==> config.mk <==
export PLATFORM = sky130hd
export DESIGN_NAME = temp_ring_average_hysteresis_unit_flat
export DESIGN_NICKNAME = d
export VERILOG_FILES = /design/src/rtl/trah_pkg.sv /design/src/rtl/trah_if.sv /design/src/rtl/trah_ctrl.sv /design/src/rtl/trah_dpath.sv /design/src/rtl/temp_ring_average_hysteresis_unit.sv /design/src/flat_wrapper.sv
export SDC_FILE = /design/constraint.sdc
export NUM_CORES = 1
export LEC_CHECK = 0
export BUFFER_PORTS_ARGS = -buffer_cell sky130_fd_sc_hd__clkbuf_2
export CAP_MARGIN = 20
export CORE_UTILIZATION = 27
export CTS_BUF_LIST = sky130_fd_sc_hd__clkbuf_8
export DETAILED_ROUTE_END_ITERATION = 8
export PLACE_DENSITY = 0.39
export SLEW_MARGIN = 20
export SYNTH_ARGS = -nofsm -noshare
export SYNTH_HDL_FRONTEND = slang
export SYNTH_SLANG_ARGS = --single-unit
==> constraint.sdc <==
create_clock -name clk -period 9.01 [get_ports clk]
set_clock_uncertainty 0.1 [all_clocks]
set_input_delay 1.3515 -clock clk [delete_from_list [all_inputs] [get_ports clk]]
set_output_delay 1.3515 -clock clk [all_outputs]
set_load 0.05 [all_outputs]
==> src/rtl/trah_pkg.sv <==
// Shared constants, register indexes and controller/datapath bundles.
package trah_pkg;

  localparam int TEMP_W           = 17;
  localparam int CODE_W           = 16;
  localparam int CFG_IDX_W        = 2;
  localparam int BUFFER_DEPTH_DEF = 32;

  localparam logic [TEMP_W-1:0] MIN_TEMP_RST = 17'd512;
  localparam logic [TEMP_W-1:0] MAX_TEMP_RST = 17'd38400;

  localparam logic [8:0] SCALE_MUL = 9'd328;
  localparam int         BAND      = 102;
  localparam int         HALF_DEG  = 128;

  localparam logic [CFG_IDX_W-1:0] REG_MIN_TEMP = 2'd0;
  localparam logic [CFG_IDX_W-1:0] REG_MAX_TEMP = 2'd1;

  typedef struct packed {
    logic capture;
    logic convert;
    logic store;
    logic scan_clear;
    logic scan_issue;
    logic div_start;
    logic div_step;
    logic finish;
  } trah_cmd_t;

  typedef struct packed {
    logic report;
    logic scan_last;
    logic count_zero;
    logic div_last;
    logic out_free;
  } trah_sts_t;

endpackage

==> src/rtl/trah_if.sv <==
// Channel interfaces: sample input, averaged result output, register write.
interface trah_in_if import trah_pkg::*; ();
  logic              valid;
  logic              ready;
  logic [CODE_W-1:0] adc_code;
  logic              report;
  modport source (output valid, output adc_code, output report, input ready);
  modport sink   (input valid, input adc_code, input report, output ready);
endinterface

interface trah_out_if import trah_pkg::*; ();
  logic              valid;
  logic              ready;
  logic [TEMP_W-1:0] avg_temp;
  logic              avg_valid;
  modport source (output valid, output avg_temp, output avg_valid, input ready);
  modport sink   (input valid, input avg_temp, input avg_valid, output ready);
endinterface

interface trah_cfg_if import trah_pkg::*; ();
  logic                 valid;
  logic                 ready;
  logic [CFG_IDX_W-1:0] index;
  logic [TEMP_W-1:0]    data;
  modport source (output valid, output index, output data, input ready);
  modport sink   (input valid, input index, input data, output ready);
endinterface

==> src/rtl/trah_ctrl.sv <==
// Controller state machine: sequences convert, store, scan, divide and report.
module trah_ctrl import trah_pkg::*; (
  input  logic      clk,
  input  logic      rst,
  input  logic      in_valid,
  output logic      in_ready,
  input  trah_sts_t sts,
  output trah_cmd_t cmd
);

  localparam logic [2:0] S_IDLE  = 3'd0;
  localparam logic [2:0] S_CONV  = 3'd1;
  localparam logic [2:0] S_STORE = 3'd2;
  localparam logic [2:0] S_SCAN  = 3'd3;
  localparam logic [2:0] S_DRAIN = 3'd4;
  localparam logic [2:0] S_CHECK = 3'd5;
  localparam logic [2:0] S_DIV   = 3'd6;
  localparam logic [2:0] S_FIN   = 3'd7;

  logic [2:0] state;
  logic [2:0] state_next;

  always_ff @(posedge clk) begin
    if (rst) begin
      state <= S_IDLE;
    end else begin
      state <= state_next;
    end
  end

  always_comb begin
    state_next = state;
    cmd        = '0;
    in_ready   = 1'b0;
    unique case (state)
      S_IDLE: begin
        in_ready    = 1'b1;
        cmd.capture = in_valid;
        if (in_valid) begin
          state_next = S_CONV;
        end
      end
      S_CONV: begin
        cmd.convert = 1'b1;
        state_next  = S_STORE;
      end
      S_STORE: begin
        cmd.store      = 1'b1;
        cmd.scan_clear = 1'b1;
        state_next     = sts.report ? S_SCAN : S_IDLE;
      end
      S_SCAN: begin
        cmd.scan_issue = 1'b1;
        if (sts.scan_last) begin
          state_next = S_DRAIN;
        end
      end
      S_DRAIN: begin
        // last read accumulates here
        state_next = S_CHECK;
      end
      S_CHECK: begin
        if (sts.count_zero) begin
          state_next = S_FIN;
        end else begin
          cmd.div_start = 1'b1;
          state_next    = S_DIV;
        end
      end
      S_DIV: begin
        cmd.div_step = 1'b1;
        if (sts.div_last) begin
          state_next = S_FIN;
        end
      end
      S_FIN: begin
        if (sts.out_free) begin
          cmd.finish = 1'b1;
          state_next = S_IDLE;
        end
      end
      default: begin
        state_next = S_IDLE;
      end
    endcase
  end

endmodule

==> src/rtl/trah_dpath.sv <==
// Datapath: scaling, range registers, sample ring, accumulator, divider, hysteresis.
module trah_dpath import trah_pkg::*; #(
  parameter int BUFFER_DEPTH = BUFFER_DEPTH_DEF
) (
  input  logic                 clk,
  input  logic                 rst,
  input  trah_cmd_t            cmd,
  output trah_sts_t            sts,
  input  logic [CODE_W-1:0]    in_code,
  input  logic                 in_report,
  input  logic                 cfg_we,
  input  logic [CFG_IDX_W-1:0] cfg_index,
  input  logic [TEMP_W-1:0]    cfg_data,
  output logic                 out_valid,
  input  logic                 out_ready,
  output logic [TEMP_W-1:0]    out_avg_temp,
  output logic                 out_avg_valid
);

  localparam int PTR_W  = (BUFFER_DEPTH > 1) ? $clog2(BUFFER_DEPTH) : 1;
  localparam int CNT_W  = $clog2(BUFFER_DEPTH + 1);
  localparam int SUM_W  = TEMP_W + CNT_W;
  localparam int DC_W   = $clog2(SUM_W);
  localparam int PROD_W = CODE_W + 9;

  logic [TEMP_W-1:0] min_temp;
  logic [TEMP_W-1:0] max_temp;
  logic [CODE_W-1:0] code;
  logic              rep;
  logic [TEMP_W-1:0] temp;

  logic [TEMP_W-1:0]       mem [BUFFER_DEPTH];
  logic [BUFFER_DEPTH-1:0] vld;
  logic [PTR_W-1:0]        wr_pos;
  logic [PTR_W-1:0]        rd_idx;
  logic [TEMP_W-1:0]       rd_mem;
  logic                    rd_ok;
  logic                    rd_pend;
  logic [TEMP_W-1:0]       rd_val;

  logic [SUM_W-1:0] sum;
  logic [CNT_W-1:0] cnt;
  logic [SUM_W-1:0] dq;
  logic [CNT_W-1:0] rem;
  logic [DC_W-1:0]  dcnt;
  logic [CNT_W:0]   trial;
  logic             q_bit;

  logic [TEMP_W-1:0] last_reported;
  logic [PROD_W-1:0] prod;
  logic [TEMP_W:0]   avg18;
  logic [TEMP_W:0]   last18;
  logic [TEMP_W:0]   round_up;
  logic              go_up;
  logic              go_dn;

  function automatic logic in_range(input logic [TEMP_W-1:0] x,
                                    input logic [TEMP_W-1:0] lo,
                                    input logic [TEMP_W-1:0] hi);
    return (x >= lo) && (x <= hi);
  endfunction

  // range registers
  always_ff @(posedge clk) begin
    if (rst) begin
      min_temp <= MIN_TEMP_RST;
      max_temp <= MAX_TEMP_RST;
    end else if (cfg_we) begin
      if (cfg_index == REG_MIN_TEMP) begin
        min_temp <= cfg_data;
      end else if (cfg_index == REG_MAX_TEMP) begin
        max_temp <= cfg_data;
      end
    end
  end

  // input capture and Q9.8 conversion
  assign prod = PROD_W'(code) * PROD_W'(SCALE_MUL);

  always_ff @(posedge clk) begin
    if (cmd.capture) begin
      code <= in_code;
      rep  <= in_report;
    end
    if (cmd.convert) begin
      temp <= prod[PROD_W-1:8];
    end
  end

  // sample ring
  always_ff @(posedge clk) begin
    if (cmd.store && in_range(temp, min_temp, max_temp)) begin
      mem[wr_pos] <= temp;
    end
    if (cmd.scan_issue) begin
      rd_mem <= mem[rd_idx];
    end
  end

  always_ff @(posedge clk) begin
    if (rst) begin
      vld    <= '0;
      wr_pos <= '0;
    end else if (cmd.store && in_range(temp, min_temp, max_temp)) begin
      vld[wr_pos] <= 1'b1;
      wr_pos      <= (wr_pos == PTR_W'(BUFFER_DEPTH - 1)) ? '0 : wr_pos + 1'b1;
    end
  end

  // entries never written read as their cleared value
  assign rd_val = rd_ok ? rd_mem : '0;

  always_ff @(posedge clk) begin
    if (rst) begin
      rd_pend <= 1'b0;
    end else begin
      rd_pend <= cmd.scan_issue;
    end
  end

  always_ff @(posedge clk) begin
    if (cmd.scan_clear) begin
      rd_idx <= '0;
      sum    <= '0;
      cnt    <= '0;
    end else begin
      if (cmd.scan_issue) begin
        rd_ok  <= vld[rd_idx];
        rd_idx <= rd_idx + 1'b1;
      end
      if (rd_pend && in_range(rd_val, min_temp, max_temp)) begin
        sum <= sum + SUM_W'(rd_val);
        cnt <= cnt + 1'b1;
      end
    end
  end

  // restoring divider, one quotient bit per cycle
  assign trial = {rem, dq[SUM_W-1]};
  assign q_bit = trial >= {1'b0, cnt};

  always_ff @(posedge clk) begin
    if (cmd.div_start) begin
      dq   <= sum;
      rem  <= '0;
      dcnt <= '0;
    end else if (cmd.div_step) begin
      rem  <= q_bit ? CNT_W'(trial - {1'b0, cnt}) : CNT_W'(trial);
      dq   <= {dq[SUM_W-2:0], q_bit};
      dcnt <= dcnt + 1'b1;
    end
  end

  // hysteresis against the last reported value
  assign avg18    = {1'b0, dq[TEMP_W-1:0]};
  assign last18   = {1'b0, last_reported};
  assign go_up    = avg18 > (last18 + (TEMP_W+1)'(BAND));
  assign go_dn    = (avg18 + (TEMP_W+1)'(BAND)) < last18;
  assign round_up = (avg18 + (TEMP_W+1)'(HALF_DEG - 1)) & ~((TEMP_W+1)'(HALF_DEG - 1));

  always_ff @(posedge clk) begin
    if (rst) begin
      last_reported <= '0;
      out_valid     <= 1'b0;
    end else if (cmd.finish) begin
      out_valid <= 1'b1;
      if (cnt == '0) begin
        out_avg_temp  <= '0;
        out_avg_valid <= 1'b0;
      end else begin
        out_avg_valid <= 1'b1;
        priority if (go_up) begin
          last_reported <= round_up[TEMP_W-1:0];
          out_avg_temp  <= round_up[TEMP_W-1:0];
        end else if (go_dn) begin
          last_reported <= avg18[TEMP_W-1:0] & ~(TEMP_W'(HALF_DEG - 1));
          out_avg_temp  <= avg18[TEMP_W-1:0] & ~(TEMP_W'(HALF_DEG - 1));
        end else begin
          out_avg_temp <= last_reported;
        end
      end
    end else if (out_valid && out_ready) begin
      out_valid <= 1'b0;
    end
  end

  assign sts.report     = rep;
  assign sts.scan_last  = rd_idx == PTR_W'(BUFFER_DEPTH - 1);
  assign sts.count_zero = cnt == '0;
  assign sts.div_last   = dcnt == DC_W'(SUM_W - 1);
  assign sts.out_free   = !out_valid || out_ready;

endmodule

==> src/rtl/temp_ring_average_hysteresis_unit.sv <==
// Top level: sensor samples in, hysteresis-filtered ring average out.
//
// in_ch carries one ADC code and a report flag per transaction. The code is
// scaled to Q9.8 degrees; if it falls inside [min_temp, max_temp] it goes into
// a BUFFER_DEPTH-entry ring. With report set, every in-range entry is summed,
// floor-divided by the count and filtered with a 0.4 degree band against the
// last reported value; one transaction then appears on out_ch.
// cfg writes min_temp (index 0) or max_temp (index 1); cfg is always ready. It is
// to be written while the block is idle; the block itself does not enforce this.
// Timing: a sample without report passes the convert and store states before
// ready returns. For a report the scan reads one ring entry per cycle from the
// single-read-port sample memory and the restoring divider yields one quotient
// bit per cycle (a count of zero skips the divide).
// The result sits in an output register, so the next sample is taken while
// it waits; a second report stalls in its last cycle until out_ch is free.
// Reset: ranges 512 and 38400, ring cleared, write position and last value 0.
module temp_ring_average_hysteresis_unit import trah_pkg::*; #(
  parameter int BUFFER_DEPTH = BUFFER_DEPTH_DEF
) (
  input  logic       clk,
  input  logic       rst,
  trah_in_if.sink    in_ch,
  trah_out_if.source out_ch,
  trah_cfg_if.sink   cfg
);

  trah_cmd_t cmd;
  trah_sts_t sts;

  assign cfg.ready = 1'b1;

  trah_ctrl u_ctrl (
    .clk      (clk),
    .rst      (rst),
    .in_valid (in_ch.valid),
    .in_ready (in_ch.ready),
    .sts      (sts),
    .cmd      (cmd)
  );

  trah_dpath #(
    .BUFFER_DEPTH (BUFFER_DEPTH)
  ) u_dpath (
    .clk           (clk),
    .rst           (rst),
    .cmd           (cmd),
    .sts           (sts),
    .in_code       (in_ch.adc_code),
    .in_report     (in_ch.report),
    .cfg_we        (cfg.valid),
    .cfg_index     (cfg.index),
    .cfg_data      (cfg.data),
    .out_valid     (out_ch.valid),
    .out_ready     (out_ch.ready),
    .out_avg_temp  (out_ch.avg_temp),
    .out_avg_valid (out_ch.avg_valid)
  );

`ifndef ASSERT_OFF
  // an accepted sample always leaves the idle state
  a_busy_after_accept: assert property (@(posedge clk) disable iff (rst)
    in_ch.valid && in_ch.ready |=> !in_ch.ready)
    else $error("input still ready after accepting a transaction");

  // an error result carries a zero temperature
  a_invalid_zero: assert property (@(posedge clk) disable iff (rst)
    out_ch.valid && !out_ch.avg_valid |-> out_ch.avg_temp == '0)
    else $error("invalid result with nonzero temperature");

  // every reported value is a multiple of half a degree
  a_half_degree: assert property (@(posedge clk) disable iff (rst)
    out_ch.valid && out_ch.avg_valid |-> out_ch.avg_temp[6:0] == 7'd0)
    else $error("reported temperature not on a half-degree step");
`endif

endmodule

==> src/flat_wrapper.sv <==
// flat-port wrapper written by rule: the top's interface ports become plain ports
module temp_ring_average_hysteresis_unit_flat import trah_pkg::*;
#(
  parameter int BUFFER_DEPTH = BUFFER_DEPTH_DEF
)
  (clk, rst, in_ch_valid, in_ch_adc_code, in_ch_report, in_ch_ready, out_ch_valid, out_ch_avg_temp, out_ch_avg_valid, out_ch_ready, cfg_valid, cfg_index, cfg_data, cfg_ready);
  trah_in_if in_ch_i ();
  trah_out_if out_ch_i ();
  trah_cfg_if cfg_i ();
  input  logic clk;
  input  logic rst;
  input wire logic [$bits(in_ch_i.valid)-1:0] in_ch_valid;
  input wire logic [$bits(in_ch_i.adc_code)-1:0] in_ch_adc_code;
  input wire logic [$bits(in_ch_i.report)-1:0] in_ch_report;
  output wire logic [$bits(in_ch_i.ready)-1:0] in_ch_ready;
  output wire logic [$bits(out_ch_i.valid)-1:0] out_ch_valid;
  output wire logic [$bits(out_ch_i.avg_temp)-1:0] out_ch_avg_temp;
  output wire logic [$bits(out_ch_i.avg_valid)-1:0] out_ch_avg_valid;
  input wire logic [$bits(out_ch_i.ready)-1:0] out_ch_ready;
  input wire logic [$bits(cfg_i.valid)-1:0] cfg_valid;
  input wire logic [$bits(cfg_i.index)-1:0] cfg_index;
  input wire logic [$bits(cfg_i.data)-1:0] cfg_data;
  output wire logic [$bits(cfg_i.ready)-1:0] cfg_ready;
  assign in_ch_i.valid = in_ch_valid;
  assign in_ch_i.adc_code = in_ch_adc_code;
  assign in_ch_i.report = in_ch_report;
  assign in_ch_ready = in_ch_i.ready;
  assign out_ch_valid = out_ch_i.valid;
  assign out_ch_avg_temp = out_ch_i.avg_temp;
  assign out_ch_avg_valid = out_ch_i.avg_valid;
  assign out_ch_i.ready = out_ch_ready;
  assign cfg_i.valid = cfg_valid;
  assign cfg_i.index = cfg_index;
  assign cfg_i.data = cfg_data;
  assign cfg_ready = cfg_i.ready;
  temp_ring_average_hysteresis_unit #(.BUFFER_DEPTH(BUFFER_DEPTH)) u_core (.clk(clk), .rst(rst), .in_ch(in_ch_i), .out_ch(out_ch_i), .cfg(cfg_i));
endmodule
==> results by group <==
Outcome
  • Status: completed

Yosys
  • Synth Instances: 2381
  • Syn Std Cell Area: 35300 sq um
  • Ys async rst share: 0%
  • Syn nets: 2625
  • Distinct cells, synth: 77
  • Synth Warn #: 0
  • Sequential fraction of the synthesis area: 62.0%
  • Post-synth top area share: 54.1%
  • Largest cells by area after synthesis: edfxtp_1 (54%), mux4_2 (11%), dfxtp_1 (7.8%)
  • Dominant cell type by area after synthesis: edfxtp_1
  • Number of synthesized flops with an enable pin: 637
  • Primary FF master, synth: edfxtp_1
  • Seq cells post-synth: 775
  • Synthesized area per cell: 14.8 sq um

Cells and area
  • Filler cell count: 13000
  • Share of layout cells above drive strength 1: 20.2%
  • Design area: 40400 sq um
  • Nets@finish: 2777
  • Layout area overhead: 14.4%
  • Reg area: 21900 sq um
  • Multi-input logic area: 12500 sq um

Drt
  • Routed len/inst: 22.5 um
  • Pre-antenna DRT Iters: 5
  • DR vias/cell: 4.72
  • Final wirelength: 98.4 mm
  • Detailed Route Iter0 Violations: 1348
  • DRC Markers: 0
  • DR vias: 20700
  • ANT nets after route: 0

Global route
  • Total GRT Usage: 15.1%
  • Largest net degree at the start of global routing: 83
  • Initial antenna violation count: 15
  • First-pass GRT wire length: 144 mm
  • Remaining global-route overflow: 0
  • Vias in the first global route: 22000

Power and ir drop
  • Lkg Pwr: 14.0 nW
  • Pwr/cell area: 232 nW/um^2
  • Worst vdd ir: 0.000228 V

Min path
  • Hold crit path type: register to register
  • Hold Path Depth: 2
  • Hold EP: u_core.u_dpath.max_temp[1]
  • Hold path startpoint: u_core.u_dpath.max_temp[1]

Place
  • Post-detail-place hpwl: 61.4 mm
  • IO Port Bufs: 60
  • Final GP Congestion: 0.823
  • Area post-placement: 37900 sq um

CTS
  • TritonCTS Sinks: 775
  • CTS Buf Count: 141
  • CTS clock-pin slew for the worst setup and hold paths: 0.06 ns
  • Post-CTS Hold Fix Bufs: 0
  • Clock latency on the worst-skew pair: 0.83 ns
  • Root Buffer: clkbuf_8
  • CTS tree: done
  • Post-CTS Resized: 0
  • Setup Buffers After CTS: 0
  • Longest Clk Path Bufs: 3
  • H-Tree Depth: 4

Setup path
  • Reg2Reg Depth: 15
  • CP startpoint kind: register
  • Critical R2R Launch: u_core.u_dpath.dq[7]
  • Flop2flop setup slack: 4.24 ns
  • Worst Path Class, Setup: register to register
  • Worst r2r dst: u_core.u_dpath.last_reported[9]
  • Worst-path fanout max: 24
  • Worst setup EP type: register
  • Critical Path AT: 5.38 ns
  • CP required: 9.62 ns

Timing
  • Worst Tran Pin Value: 1.07 ns
  • Fmax: 0.210 GHz
  • Tmin final: 4.77 ns
  • Setup Viol. Count Final: 0
  • Worst hold slack: 0.357 ns
  • RSZ-0062 raised after global routing: no
  • Final period util: 53.0%
  • Setup TNS: 0 ns
  • Final Max Tran Viols: 0
  • Relative slew slack: 28.9%
  • Fin. Hold Viols: 0

Die
  • I/O pin count: 62
  • Die ar.: 132000 sq um
  • Core area: 130000 sq um
  • Site row count: 132
  • Starting Density: 27.3%
  • Die Width: 364 um
  • Chip height: 364 um

Job
  • Max Cap Viol: 0
==> per-layer routing <==
| layer | vias up | track usage, % | routed length, um |
|---|---|---|---|
| li1 | 9493 | - | - |
| met1 | 10500 | 18.7 | 42500 |
| met2 | 474 | 26.2 | 49200 |
| met3 | 177 | 2.84 | 4050 |
| met4 | 0 | 5.25 | 2700 |
| met5 | - | 0 | 0 |
==> power breakdown <==
group	total, W	leakage (nW)	switching (W)	internal, W
registers	0.00434	6.87	0.000132	0.00421
clock network	0.00306	1.51	0.00151	0.00155
logic	0.00198	5.63	0.00115	0.000835
total	0.00938	14.0	0.00279	0.00659
==> worst max path at each step <==
stage	startpoint	depth (start not counted)	slack, ns	end
after CTS	u_core.u_dpath.dq[7]	15	4.29	u_core.u_dpath.last_reported[9]
after global routing	u_core.u_dpath.dq[7]	15	3.91	u_core.u_dpath.last_reported[9]
final	u_core.u_dpath.dq[7]	15	4.24	u_core.u_dpath.last_reported[9]
after global placement	u_core.u_dpath.dq[7]	15	4.32	u_core.u_dpath.last_reported[9]
after detailed placement	u_core.u_dpath.dq[7]	15	4.29	u_core.u_dpath.last_reported[9]
after floorplan	u_core.u_dpath.last_reported[1]	15	5.30	u_core.u_dpath.out_avg_temp[7]
==> state kept, by name, summed over array words and instances, names as in the netlist, 23 cells and up <==
signal              count
u_core.u_dpath.mem    544
u_core.u_dpath.vld     32
u_core.u_dpath.dq      23
u_core.u_dpath.sum     23
==> synthesized netlist by cell type, drive strengths merged, types with 40 or more instances <==
master and number:
ha 190, a21oi 106, o21ai 53, inv 137, nor2 130, clkbuf 80, dfxtp 138, and3 56
mux4 180, nand2 177, nand3 40, edfxtp 637, xnor2 53
==> per-stage QoR <==
| stage | setup slack (ns) | utilization, % | total power, W | std cells |
|---|---|---|---|---|
| finish | 4.24 | 31.2 | 0.00938 | 4383 |
| global route | 3.91 | 31.2 | 0.00990 | 4381 |
| CTS | 4.29 | 31.2 | 0.00958 | 4380 |
| detailed placement | 4.29 | 29.2 | 0.00645 | 4132 |
| global placement | 4.32 | 29.2 | 0.00642 | 4132 |
| floorplan | 5.30 | - | 0.00573 | 2381 |
==> cells in the final DEF, fill, tap and decap left out, types with 27 or more instances in the layout <==
cell type  count
edfxtp_1     637
ha_1         190
nand2_1      177
o21ai_0       53
xnor2_1       53
mux4_2       180
nand3_1       40
buf_4         60
clkbuf_8     147
clkbuf_2      59
inv_1        196
nor2_1       129
nor3_1        27
dfxtp_1      134
and3_1        46
a41oi_1       32
a21oi_1      106
==> cells by family after synthesis <==
family                   synth area share (%)
AO/OA/AOI/OAI                            6.04
XOR/XNOR                                 1.71
adder cells (fa/ha/maj)                  7.47
buffers and inverters                    2.76
flip-flops                               62.0
multiplexers                             12.7
other                                  0.0106
AND/OR/NAND/NOR                          7.39
==> worst max-delay path, cell delays in order, from the launching register on <==
cell       delay (ns)
edfxtp_1         0.54
and3_1           0.50
nand2_1          0.20
nor2_1           0.22
nand3_1          0.13
xnor2_1          0.16
ha_1             0.31
and3_1           0.21
a221oi_1         0.27
nor2b_1          0.07
or3_1            0.40
a2bb2oi_2        0.18
buf_4            0.24
nor3_4           0.69
nor2_1           0.09
a2111oi_1        0.38
==> layout make-up <==
cell class,count,share of cell area (%)
Sequential cell,775,54.2
Multi-Input combinational cell,1357,30.9
Tap cell,1742,5.39
Clock buffer,147,5.01
Timing Repair Buffer,120,1.89
Clock inverter,101,1.28
Inverter,138,1.28
Antenna cell,3,0.0186
No activity file was read; power rests on OpenSTA's default activity.
